--- config.mk ---
export PLATFORM = sky130hd
export DESIGN_NAME = quaternion_relative_orientation_core
export DESIGN_NICKNAME = d
export VERILOG_FILES = /design/src/rtl/qro_pkg.sv /design/src/rtl/quaternion_relative_orientation_core.sv /design/src/rtl/qro_mul.sv /design/src/rtl/qro_sqrt.sv /design/src/rtl/qro_div.sv
export SDC_FILE = /design/constraint.sdc
export NUM_CORES = 2
export LEC_CHECK = 0
export ABC_CLOCK_PERIOD_IN_PS = 8600
export BUFFER_PORTS_ARGS = -buffer_cell sky130_fd_sc_hd__buf_2
export CAP_MARGIN = 20
export CORE_MARGIN = 1
export CORE_UTILIZATION = 45
export CTS_BUF_LIST = sky130_fd_sc_hd__clkbuf_8 sky130_fd_sc_hd__clkbuf_16
export DETAILED_ROUTE_END_ITERATION = 8
export PLACE_DENSITY = 0.57
export SYNTH_ARGS = -nofsm -noshare
export SYNTH_HDL_FRONTEND = slang
export SYNTH_SLANG_ARGS = --single-unit
--- constraint.sdc ---
create_clock -name clock -period 8.6 [get_ports clock]
set_input_delay 0.86 -clock clock [delete_from_list [all_inputs] [get_ports clock]]
set_output_delay 0.86 -clock clock [all_outputs]
set_load 0.1 [all_outputs]
--- src/rtl/qro_pkg.sv ---
// shared constants, register indexes and the product sign table of the
// relative orientation core; no dependencies
package qro_pkg;

   localparam int COMP_BITS_DEF = 16;

   // normalization works on the sum of squares scaled into [2^60, 2^62)
   localparam int SQRT_IN_BITS = 62;
   localparam int ROOT_BITS    = SQRT_IN_BITS / 2;

   // configuration register indexes
   typedef logic [2:0] csr_index_type;
   localparam csr_index_type CSR_NEGATE_W = 3'd0;
   localparam csr_index_type CSR_NEGATE_X = 3'd1;
   localparam csr_index_type CSR_NEGATE_Y = 3'd2;
   localparam csr_index_type CSR_NEGATE_Z = 3'd3;

   // conj(ref) * sample: term j of output k is ref[j] * n[j ^ k], negated
   // where the mask bit {k, j} is set
   localparam logic [15:0] TERM_NEG_MASK = 16'hAC60;

   function automatic logic term_neg(input logic [1:0] k, input logic [1:0] j);
      return TERM_NEG_MASK[{k, j}];
   endfunction

endpackage

--- src/rtl/quaternion_relative_orientation_core.sv ---
// Relative orientation core: each transfer on req_ brings one orientation
// quaternion (w, x, y, z) in signed Q2.(COMP_BITS-2). The components picked
// by the negate registers (csr index 0..3, bit 0 of csr_wdata) are negated,
// the quaternion is normalized, and the first sample after reset or any
// sample with req_rearm set is kept as the reference. The rsp_ transfer
// carries conj(reference) * sample, rounded, saturated and normalized again,
// with rsp_took_reference set when that sample became the reference. Items
// are processed one at a time by a sequencer over three bit-serial units:
// a shift-add multiplier (4 squares plus 16 products plus 4 more squares),
// a two-bit-per-cycle square root (used twice) and a restoring divider
// (used eight times), plus the alignment shifts: per normalize pass the
// sum of squares is scaled one step at a time, then each numerator gets as
// many one-bit shifts before its divide when scaling up, or the denominator
// once per pass when scaling down; at 16 bits a pass scales by 14 to 30
// steps, and a zero-norm pass skips the square root and the divides.
// A finished result sits in the rsp_ register while the next item is taken;
// req_stall is low only while the sequencer is idle. csr_ready is always
// high and writes to indexes above 3 are dropped. Nothing is cleared after
// reset beyond the control flops.
module quaternion_relative_orientation_core import qro_pkg::*; #(
   parameter int COMP_BITS = COMP_BITS_DEF
) (
   input  logic                 clock,
   input  logic                 reset,
   // input item channel
   input  logic                 req_valid,
   output logic                 req_stall,
   input  logic [COMP_BITS-1:0] req_sample_w,
   input  logic [COMP_BITS-1:0] req_sample_x,
   input  logic [COMP_BITS-1:0] req_sample_y,
   input  logic [COMP_BITS-1:0] req_sample_z,
   input  logic                 req_rearm,
   // result channel
   output logic                 rsp_valid,
   input  logic                 rsp_stall,
   output logic [COMP_BITS-1:0] rsp_rel_w,
   output logic [COMP_BITS-1:0] rsp_rel_x,
   output logic [COMP_BITS-1:0] rsp_rel_y,
   output logic [COMP_BITS-1:0] rsp_rel_z,
   output logic                 rsp_took_reference,
   // configuration write channel
   input  logic                 csr_valid,
   output logic                 csr_ready,
   input  csr_index_type        csr_index,
   input  logic                 csr_wdata
);

   localparam int N   = COMP_BITS;
   localparam int F   = COMP_BITS - 2;
   // sum of squares, wide enough for the scaling window too
   localparam int SW  = (2 * N + 1 > SQRT_IN_BITS) ? 2 * N + 1 : SQRT_IN_BITS;
   // divide operands: 2*num + den stays below 2^DW
   localparam int DW  = N + 33;
   // signed product accumulator
   localparam int AW  = 2 * N + 2;
   // rounded product magnitude
   localparam int MW  = AW - F;
   localparam int SHW = 6;

   typedef enum logic [3:0] {
      ST_IDLE,
      ST_SQ_START,
      ST_SQ_WAIT,
      ST_SCALE,
      ST_SQRT_START,
      ST_SQRT_WAIT,
      ST_DEN_SH,
      ST_NUM_LOAD,
      ST_NUM_SH,
      ST_DIV_START,
      ST_DIV_WAIT,
      ST_PASS_END,
      ST_MUL_START,
      ST_MUL_WAIT,
      ST_ROUND,
      ST_OUT_WAIT
   } state_type;

   state_type              state_ff;
   logic [3:0]             neg_cfg_ff;
   logic                   have_ref_ff;
   logic                   took_ff;
   logic                   pass_ff;      // 0: normalize sample, 1: normalize product
   logic [1:0]             idx_ff;       // component, or term within a product
   logic [1:0]             k_ff;         // product output component
   logic [N-1:0]           mag_ff [4];   // magnitudes to normalize
   logic                   sgn_ff [4];
   logic [N-1:0]           nrm_ff [4];   // normalized sample
   logic [N-1:0]           ref_ff [4];   // reference, written before first read
   logic [N-1:0]           res_ff [4];   // normalized product
   logic [SW-1:0]          s_ff;
   logic signed [7:0]      g_ff;
   logic [DW-1:0]          den_ff;
   logic [DW-1:0]          num_ff;
   logic [SHW-1:0]         sh_ff;
   logic [AW-1:0]          acc_ff;

   logic                   rsp_valid_ff;
   logic [N-1:0]           rsp_rel_ff [4];
   logic                   rsp_took_ff;

   // input side magnitude and sign after the negate registers
   logic [N-1:0]           in_raw [4];
   logic [N-1:0]           in_mag [4];
   logic                   in_sgn [4];

   // unit hookup
   logic                   mul_start, mul_done;
   logic [N-1:0]           mul_a, mul_b;
   logic [2*N-1:0]         mul_product;
   logic                   sqrt_start, sqrt_done;
   logic [ROOT_BITS-1:0]   sqrt_root;
   logic                   div_start, div_done;
   logic [DW-1:0]          div_dividend, div_divisor;
   logic [N-1:0]           div_quotient;

   logic [N-1:0]           ref_sel, nrm_sel;
   logic [N-1:0]           ref_mag, nrm_mag;
   logic                   term_minus;
   logic [N-1:0]           q_signed;

   // product rounding
   logic                   acc_neg;
   logic [AW-1:0]          acc_abs;
   logic [AW-1:0]          acc_rnd;
   logic [MW-1:0]          rnd_mag;
   logic [MW-1:0]          rnd_limit;
   logic [MW-1:0]          rnd_clip;

   assign in_raw[0] = req_sample_w;
   assign in_raw[1] = req_sample_x;
   assign in_raw[2] = req_sample_y;
   assign in_raw[3] = req_sample_z;

   always_comb begin
      for (int i = 0; i < 4; i++) begin
         in_mag[i] = in_raw[i][N-1] ? -in_raw[i] : in_raw[i];
         in_sgn[i] = in_raw[i][N-1] ^ neg_cfg_ff[i];
      end
   end

   // operand select for the shared multiplier
   assign ref_sel    = ref_ff[idx_ff];
   assign nrm_sel    = nrm_ff[idx_ff ^ k_ff];
   assign ref_mag    = ref_sel[N-1] ? -ref_sel : ref_sel;
   assign nrm_mag    = nrm_sel[N-1] ? -nrm_sel : nrm_sel;
   assign term_minus = ref_sel[N-1] ^ nrm_sel[N-1] ^ term_neg(k_ff, idx_ff);

   assign mul_start = (state_ff == ST_SQ_START) || (state_ff == ST_MUL_START);
   assign mul_a     = (state_ff == ST_SQ_START) ? mag_ff[idx_ff] : ref_mag;
   assign mul_b     = (state_ff == ST_SQ_START) ? mag_ff[idx_ff] : nrm_mag;

   assign sqrt_start = state_ff == ST_SQRT_START;

   // rounded quotient: (2*num + den) / (2*den)
   assign div_start    = state_ff == ST_DIV_START;
   assign div_dividend = {num_ff[DW-2:0], 1'b0} + den_ff;
   assign div_divisor  = {den_ff[DW-2:0], 1'b0};
   assign q_signed     = sgn_ff[idx_ff] ? -div_quotient : div_quotient;

   // round Q(2F) to QF, ties away from zero, clamp to the component range
   assign acc_neg   = acc_ff[AW-1];
   assign acc_abs   = acc_neg ? -acc_ff : acc_ff;
   assign acc_rnd   = acc_abs + (AW'(1) << (F - 1));
   assign rnd_mag   = MW'(acc_rnd >> F);
   assign rnd_limit = acc_neg ? (MW'(1) << (N - 1)) : ((MW'(1) << (N - 1)) - 1'b1);
   assign rnd_clip  = (rnd_mag > rnd_limit) ? rnd_limit : rnd_mag;

   qro_mul #(
      .WIDTH (N)
   ) u_mul (
      .clock   (clock),
      .reset   (reset),
      .start   (mul_start),
      .a       (mul_a),
      .b       (mul_b),
      .done    (mul_done),
      .product (mul_product)
   );

   qro_sqrt u_sqrt (
      .clock    (clock),
      .reset    (reset),
      .start    (sqrt_start),
      .radicand (s_ff[SQRT_IN_BITS-1:0]),
      .done     (sqrt_done),
      .root     (sqrt_root)
   );

   qro_div #(
      .QUO_BITS (N),
      .DVD_BITS (DW)
   ) u_div (
      .clock    (clock),
      .reset    (reset),
      .start    (div_start),
      .dividend (div_dividend),
      .divisor  (div_divisor),
      .done     (div_done),
      .quotient (div_quotient)
   );

   // configuration writes
   always_ff @(posedge clock) begin
      if (reset) begin
         neg_cfg_ff <= '0;
      end else if (csr_valid) begin
         case (csr_index)
            CSR_NEGATE_W: neg_cfg_ff[0] <= csr_wdata;
            CSR_NEGATE_X: neg_cfg_ff[1] <= csr_wdata;
            CSR_NEGATE_Y: neg_cfg_ff[2] <= csr_wdata;
            CSR_NEGATE_Z: neg_cfg_ff[3] <= csr_wdata;
            default: ;
         endcase
      end
   end

   // sequencer
   always_ff @(posedge clock) begin
      if (reset) begin
         state_ff     <= ST_IDLE;
         have_ref_ff  <= 1'b0;
         rsp_valid_ff <= 1'b0;
      end else begin
         // in ST_OUT_WAIT the result register is reloaded on the transfer
         if (rsp_valid_ff && !rsp_stall && state_ff != ST_OUT_WAIT) begin
            rsp_valid_ff <= 1'b0;
         end
         case (state_ff)
            ST_IDLE: begin
               if (req_valid) begin
                  for (int i = 0; i < 4; i++) begin
                     mag_ff[i] <= in_mag[i];
                     sgn_ff[i] <= in_sgn[i];
                  end
                  took_ff  <= !have_ref_ff || req_rearm;
                  pass_ff  <= 1'b0;
                  idx_ff   <= '0;
                  s_ff     <= '0;
                  g_ff     <= '0;
                  state_ff <= ST_SQ_START;
               end
            end
            ST_SQ_START: begin
               state_ff <= ST_SQ_WAIT;
            end
            ST_SQ_WAIT: begin
               if (mul_done) begin
                  s_ff <= s_ff + SW'(mul_product);
                  if (idx_ff == 2'd3) begin
                     state_ff <= ST_SCALE;
                  end else begin
                     idx_ff   <= idx_ff + 1'b1;
                     state_ff <= ST_SQ_START;
                  end
               end
            end
            ST_SCALE: begin
               // bring the sum of squares into [2^60, 2^62)
               if (s_ff == '0) begin
                  // zero norm passes through as all zero
                  for (int i = 0; i < 4; i++) begin
                     if (pass_ff) res_ff[i] <= '0;
                     else         nrm_ff[i] <= '0;
                  end
                  state_ff <= ST_PASS_END;
               end else if ((s_ff >> SQRT_IN_BITS) != '0) begin
                  s_ff <= s_ff >> 2;
                  g_ff <= g_ff - 1'b1;
               end else if ((s_ff >> (SQRT_IN_BITS - 2)) == '0) begin
                  s_ff <= s_ff << 2;
                  g_ff <= g_ff + 1'b1;
               end else begin
                  state_ff <= ST_SQRT_START;
               end
            end
            ST_SQRT_START: begin
               state_ff <= ST_SQRT_WAIT;
            end
            ST_SQRT_WAIT: begin
               if (sqrt_done) begin
                  den_ff   <= DW'(sqrt_root);
                  sh_ff    <= g_ff[7] ? SHW'(-g_ff) : '0;
                  idx_ff   <= '0;
                  state_ff <= ST_DEN_SH;
               end
            end
            ST_DEN_SH: begin
               // den = root * 2^-g for a scaled-down sum
               if (sh_ff != '0) begin
                  den_ff <= den_ff << 1;
                  sh_ff  <= sh_ff - 1'b1;
               end else begin
                  state_ff <= ST_NUM_LOAD;
               end
            end
            ST_NUM_LOAD: begin
               num_ff   <= DW'(mag_ff[idx_ff]) << F;
               sh_ff    <= (!g_ff[7] && g_ff != '0) ? SHW'(g_ff) : '0;
               state_ff <= ST_NUM_SH;
            end
            ST_NUM_SH: begin
               if (sh_ff != '0) begin
                  num_ff <= num_ff << 1;
                  sh_ff  <= sh_ff - 1'b1;
               end else begin
                  state_ff <= ST_DIV_START;
               end
            end
            ST_DIV_START: begin
               state_ff <= ST_DIV_WAIT;
            end
            ST_DIV_WAIT: begin
               if (div_done) begin
                  if (pass_ff) res_ff[idx_ff] <= q_signed;
                  else         nrm_ff[idx_ff] <= q_signed;
                  if (idx_ff == 2'd3) begin
                     state_ff <= ST_PASS_END;
                  end else begin
                     idx_ff   <= idx_ff + 1'b1;
                     state_ff <= ST_NUM_LOAD;
                  end
               end
            end
            ST_PASS_END: begin
               if (pass_ff) begin
                  state_ff <= ST_OUT_WAIT;
               end else begin
                  if (took_ff) begin
                     for (int i = 0; i < 4; i++) begin
                        ref_ff[i] <= nrm_ff[i];
                     end
                     have_ref_ff <= 1'b1;
                  end
                  k_ff     <= '0;
                  idx_ff   <= '0;
                  acc_ff   <= '0;
                  state_ff <= ST_MUL_START;
               end
            end
            ST_MUL_START: begin
               state_ff <= ST_MUL_WAIT;
            end
            ST_MUL_WAIT: begin
               if (mul_done) begin
                  acc_ff <= term_minus ? acc_ff - AW'(mul_product)
                                       : acc_ff + AW'(mul_product);
                  if (idx_ff == 2'd3) begin
                     state_ff <= ST_ROUND;
                  end else begin
                     idx_ff   <= idx_ff + 1'b1;
                     state_ff <= ST_MUL_START;
                  end
               end
            end
            ST_ROUND: begin
               // product component becomes the next normalize input
               mag_ff[k_ff] <= N'(rnd_clip);
               sgn_ff[k_ff] <= acc_neg;
               acc_ff       <= '0;
               idx_ff       <= '0;
               if (k_ff == 2'd3) begin
                  pass_ff  <= 1'b1;
                  s_ff     <= '0;
                  g_ff     <= '0;
                  state_ff <= ST_SQ_START;
               end else begin
                  k_ff     <= k_ff + 1'b1;
                  state_ff <= ST_MUL_START;
               end
            end
            ST_OUT_WAIT: begin
               // result register frees up on the rsp transfer
               if (!rsp_valid_ff || !rsp_stall) begin
                  for (int i = 0; i < 4; i++) begin
                     rsp_rel_ff[i] <= res_ff[i];
                  end
                  rsp_took_ff  <= took_ff;
                  rsp_valid_ff <= 1'b1;
                  state_ff     <= ST_IDLE;
               end
            end
            default: begin
               state_ff <= ST_IDLE;
            end
         endcase
      end
   end

   assign req_stall          = state_ff != ST_IDLE;
   assign csr_ready          = 1'b1;
   assign rsp_valid          = rsp_valid_ff;
   assign rsp_rel_w          = rsp_rel_ff[0];
   assign rsp_rel_x          = rsp_rel_ff[1];
   assign rsp_rel_y          = rsp_rel_ff[2];
   assign rsp_rel_z          = rsp_rel_ff[3];
   assign rsp_took_reference = rsp_took_ff;

endmodule

--- src/rtl/qro_mul.sv ---
// bit-serial shift-add multiplier, one multiplier bit per cycle
// no package dependencies
module qro_mul #(
   parameter int WIDTH = 16
) (
   input  logic                 clock,
   input  logic                 reset,
   input  logic                 start,
   input  logic [WIDTH-1:0]     a,
   input  logic [WIDTH-1:0]     b,
   output logic                 done,
   output logic [2*WIDTH-1:0]   product
);

   localparam int CW = $clog2(WIDTH + 1);

   logic               busy_ff;
   logic               done_ff;
   logic [CW-1:0]      cnt_ff;
   logic [WIDTH-1:0]   a_ff;
   logic [2*WIDTH-1:0] prod_ff;
   logic [WIDTH:0]     partial_sum;

   // add the multiplicand when the low bit is set, then shift right
   assign partial_sum = {1'b0, prod_ff[2*WIDTH-1:WIDTH]} +
                        (prod_ff[0] ? {1'b0, a_ff} : '0);

   always_ff @(posedge clock) begin
      if (reset) begin
         busy_ff <= 1'b0;
         done_ff <= 1'b0;
         cnt_ff  <= '0;
      end else begin
         done_ff <= 1'b0;
         if (start && !busy_ff) begin
            busy_ff <= 1'b1;
            cnt_ff  <= '0;
            a_ff    <= a;
            prod_ff <= {{WIDTH{1'b0}}, b};
         end else if (busy_ff) begin
            prod_ff <= {partial_sum, prod_ff[WIDTH-1:1]};
            cnt_ff  <= cnt_ff + 1'b1;
            if (cnt_ff == CW'(WIDTH - 1)) begin
               busy_ff <= 1'b0;
               done_ff <= 1'b1;
            end
         end
      end
   end

   assign done    = done_ff;
   assign product = prod_ff;

endmodule

--- src/rtl/qro_sqrt.sv ---
// digit-serial integer square root, two radicand bits per cycle
// uses qro_pkg for the radicand and root widths
module qro_sqrt import qro_pkg::*; (
   input  logic                    clock,
   input  logic                    reset,
   input  logic                    start,
   input  logic [SQRT_IN_BITS-1:0] radicand,
   output logic                    done,
   output logic [ROOT_BITS-1:0]    root
);

   localparam int RW = ROOT_BITS + 3;
   localparam int CW = $clog2(ROOT_BITS + 1);

   logic                    busy_ff;
   logic                    done_ff;
   logic [CW-1:0]           cnt_ff;
   logic [SQRT_IN_BITS-1:0] v_ff;
   logic [RW-1:0]           rem_ff;
   logic [ROOT_BITS-1:0]    root_ff;
   logic [RW-1:0]           rem_shift;
   logic [RW-1:0]           trial;
   logic                    fits;

   assign rem_shift = {rem_ff[RW-3:0], v_ff[SQRT_IN_BITS-1 -: 2]};
   assign trial     = {1'b0, root_ff, 2'b01};
   assign fits      = rem_shift >= trial;

   always_ff @(posedge clock) begin
      if (reset) begin
         busy_ff <= 1'b0;
         done_ff <= 1'b0;
         cnt_ff  <= '0;
      end else begin
         done_ff <= 1'b0;
         if (start && !busy_ff) begin
            busy_ff <= 1'b1;
            cnt_ff  <= '0;
            v_ff    <= radicand;
            rem_ff  <= '0;
            root_ff <= '0;
         end else if (busy_ff) begin
            v_ff    <= v_ff << 2;
            rem_ff  <= fits ? rem_shift - trial : rem_shift;
            root_ff <= {root_ff[ROOT_BITS-2:0], fits};
            cnt_ff  <= cnt_ff + 1'b1;
            if (cnt_ff == CW'(ROOT_BITS - 1)) begin
               busy_ff <= 1'b0;
               done_ff <= 1'b1;
            end
         end
      end
   end

   assign done = done_ff;
   assign root = root_ff;

endmodule

--- src/rtl/qro_div.sv ---
// restoring divider, one quotient bit per cycle; the quotient must fit
// in QUO_BITS; no package dependencies
module qro_div #(
   parameter int QUO_BITS = 16,
   parameter int DVD_BITS = 49
) (
   input  logic                clock,
   input  logic                reset,
   input  logic                start,
   input  logic [DVD_BITS-1:0] dividend,
   input  logic [DVD_BITS-1:0] divisor,
   output logic                done,
   output logic [QUO_BITS-1:0] quotient
);

   localparam int CW = $clog2(QUO_BITS + 1);

   logic                busy_ff;
   logic                done_ff;
   logic [CW-1:0]       cnt_ff;
   logic [DVD_BITS-1:0] rem_ff;
   logic [DVD_BITS-1:0] div_ff;
   logic [QUO_BITS-1:0] q_ff;
   logic [DVD_BITS-1:0] rem_shift;
   logic                fits;

   assign rem_shift = {rem_ff[DVD_BITS-2:0], q_ff[QUO_BITS-1]};
   assign fits      = rem_shift >= div_ff;

   always_ff @(posedge clock) begin
      if (reset) begin
         busy_ff <= 1'b0;
         done_ff <= 1'b0;
         cnt_ff  <= '0;
      end else begin
         done_ff <= 1'b0;
         if (start && !busy_ff) begin
            busy_ff <= 1'b1;
            cnt_ff  <= '0;
            rem_ff  <= dividend >> QUO_BITS;
            q_ff    <= dividend[QUO_BITS-1:0];
            div_ff  <= divisor;
         end else if (busy_ff) begin
            rem_ff <= fits ? rem_shift - div_ff : rem_shift;
            q_ff   <= {q_ff[QUO_BITS-2:0], fits};
            cnt_ff <= cnt_ff + 1'b1;
            if (cnt_ff == CW'(QUO_BITS - 1)) begin
               busy_ff <= 1'b0;
               done_ff <= 1'b1;
            end
         end
      end
   end

   assign done     = done_ff;
   assign quotient = q_ff;

endmodule

==> run summary <==
Largest net degree at the start of global routing: 82
WP data required: 8970 ps
#FFs+latches synth: 842
Vias: 35835
Synth top cells by count: edfxtp_1, nand2_1, nor2_1, o21ai_0, a21oi_1
Htree depth: 3
Clock sink count: 842
Ys flop type: edfxtp_1
Gr ovfl total: 0
Max Clk Rate: 153 MHz
Routability cong.: 0.913
Maximum clock path buffer count: 3
PortBufs: 140
Crit Path Class: reg -> reg
# hold bufs at CTS: 0
Fin crit period: 6520 ps
Critical Path AT: 6890 ps
Final hold viol count: 0
Crit path cell chain: nor4_4, nand4_2, o21ai_0, xnor2_1, ha_1, o21a_1, and3_4, and2_1, a21o_1, a22oi_1, xnor2_1, ha_1, a21oi_1, o21a_1, nand2b_1, o41ai_1, nand3_1, a2111oi_2, or2_1, buf_4, mux2i_1, a21oi_1
Setup TNS: 0 ps
Fin nets: 5020
Die ar.: 109000 um^2
Vias in the first global route: 33649
Fin Clk Skew: 48.3 ps
Rows: 120
First-pass GRT wire length: 205 mm
Core ar.: 107000 um^2
Synth Warn #: 0
CTS tree: done
# IOs: 142
Clock transition at path regs: 60 ps
Initial antenna violation count: 10
Initial core utilization: 0.454
Run status: finished, final reports clean
Mapped Cells: 4599
Slew Viols, Final: 0
Seq/Total Area, Yosys: 0.514
Final non-filler cell total: 6187
Hold Path Class: reg -> reg
Synthesis-to-finish area growth: 11.1%
Max VDD drop: 0.187 mV
Final ANT Viol Nets: 0
Synth top area share: 0.500
Ys async rst share: 0
Drt wl/cell: 22.0 um
Root Buffer: clkbuf_16
Initial drt markers: 3231
LEAKAGE: 20.3 nW
Inst Count DP: 6013
Dpl hpwl: 98.5 mm
Share of layout cells above drive strength 1: 0.103
RSZ-0062 raised after global routing: no
Slowest-stage cell, CP: o41ai_1
Final setup fails: 0
Vias/cell: 5.79
Pre-antenna DRT Iters: 6
Family with the most delay on the worst path: compound AO/OA/AOI/OAI gates
Post-synth cell types: 92
Number of enable flip-flop cells after synthesis: 809
Slew @ Worst Pin: 1110 ps
Cell with the most instances after synthesis: edfxtp_1
WP buf/inv: 1
Chip width: 331 um
Critical path capture point type: flop
Mapped Area: 48600 um^2
Overall die height: 331 um
Slew Limit Headroom: 0.257
FILL cells: 9724
Fin crit share: 0.758
Drt total wl: 136 mm
Cts repair resizes: 0
Average size of a mapped cell: 10.6 um^2
Post-CTS Setup Inserts: 0
CTS Buf Count: 94
Synth top area cells: edfxtp_1, ha_1, nand2_1, xnor2_1, nor2_1
Slowest stage delay, CP: 500 ps
CP max FO: 17
Worst Setup Start Kind: flop
P per Cell Area: 239 nW/um^2
DR DRC count: 0
Worst-Skew Late Latency: 700 ps
Yosys top cell by area: edfxtp_1
Total track usage: 0.247
Max Cap Viol: 0
Mapped Nets: 4912
stage by stage:
stage	total power [mW]	utilization	hold slack (ps)	area, um^2	setup WS, ps
3_5_place_dp	8.90	0.475	405	50900	2190
4_1_cts	13.0	0.504	406	54000	2150
2_1_floorplan	7.75	-	400	48600	1660
6_report	12.9	0.504	405	54000	2080
3_3_place_gp	8.88	0.475	400	50800	2300
5_1_grt	13.5	0.504	424	54000	1580
registers in the layout (all words and copies together), names as in the netlist, 48 cells and up, named ones only:
| signal | flops |
|---|---|
| u_div.div_ff | 48 |
| mag_ff | 64 |
| ref_ff | 64 |
| den_ff | 49 |
| nrm_ff | 64 |
| u_div.rem_ff | 48 |
| u_sqrt.v_ff | 62 |
| s_ff | 62 |
| rsp_rel_ff | 64 |
| res_ff | 64 |
final cells by class:
type,count,area [um^2],area share
Clock inverter,70,609,0.0113
Antenna cell,1,2.50,0.0000464
Inverter,180,676,0.0125
Tap cell,1403,1760,0.0325
Multi-Input combinational cell,3390,22300,0.414
Timing Repair Buffer,199,1150,0.0213
Sequential cell,842,25000,0.462
Clock buffer,102,2500,0.0462
layer usage:
metal	vias to the layer above	GRT usage	part of all wire
met4	10	0.0815	0.034
met3	219	0.0419	0.062
met1	17531	0.354	0.45
met5	-	0	0.00049
met2	997	0.378	0.45
li1	17078	-	-
kinds of logic (layout without fill, tap and decap cells):
group | after synthesis | in the layout | synth area share
AND/OR/NAND/NOR | 1649 | 1649 | 0.157
AO/OA/AOI/OAI | 988 | 988 | 0.128
flip-flops | 842 | 842 | 0.514
buffers and inverters | 367 | 551 | 0.0297
XOR/XNOR | 355 | 355 | 0.0641
adder cells (fa/ha/maj) | 239 | 239 | 0.0623
multiplexers | 158 | 158 | 0.0453
other | 1 | 2 | 0.0000772
cell usage in the layout, fill, tap and decap left out, types with 59 or more instances in the layout:
cell	instances
xnor2_1	215
nor2_1	496
o21ai_0	254
a21o_1	95
inv_1	189
mux2i_1	86
buf_2	140
nand2_1	576
nand3_1	70
ha_1	234
o31ai_1	59
clkbuf_16	97
nor3_1	83
a21oi_1	245
edfxtp_1	809
xor2_1	136
worst register-to-register path: stages (launching register included):
cell and delay (ps):
edfxtp_1 440, nor4_4 460, nand4_2 310, o21ai_0 280, xnor2_1 160, ha_1 220, o21a_1 240, and3_4 260
and2_1 190, a21o_1 130, a22oi_1 70, xnor2_1 460, ha_1 360, a21oi_1 160, o21a_1 190, nand2b_1 70
o41ai_1 500, nand3_1 160, a2111oi_2 460, or2_1 220, buf_4 330, mux2i_1 410, a21oi_1 130
where the power goes:
group	leakage, nW	switching, mW	internal, mW
clock	1.56	1.76	2.29
sequential	7.39	0.425	5.00
combinational	11.3	2.19	1.23
worst paths after layout:
kind                startpoint               end  slack, ps  cells past startpoint
setup / recovery     acc_ff[7]     mag_ff[1][14]       2080                     22
hold / removal    res_ff[2][4]  rsp_rel_ff[2][4]        400                      0
setup reg to reg     acc_ff[7]     mag_ff[1][14]       2080                     22
hold reg to reg   res_ff[2][4]  rsp_rel_ff[2][4]        400                      0
No activity file was read; power rests on OpenSTA's default activity.
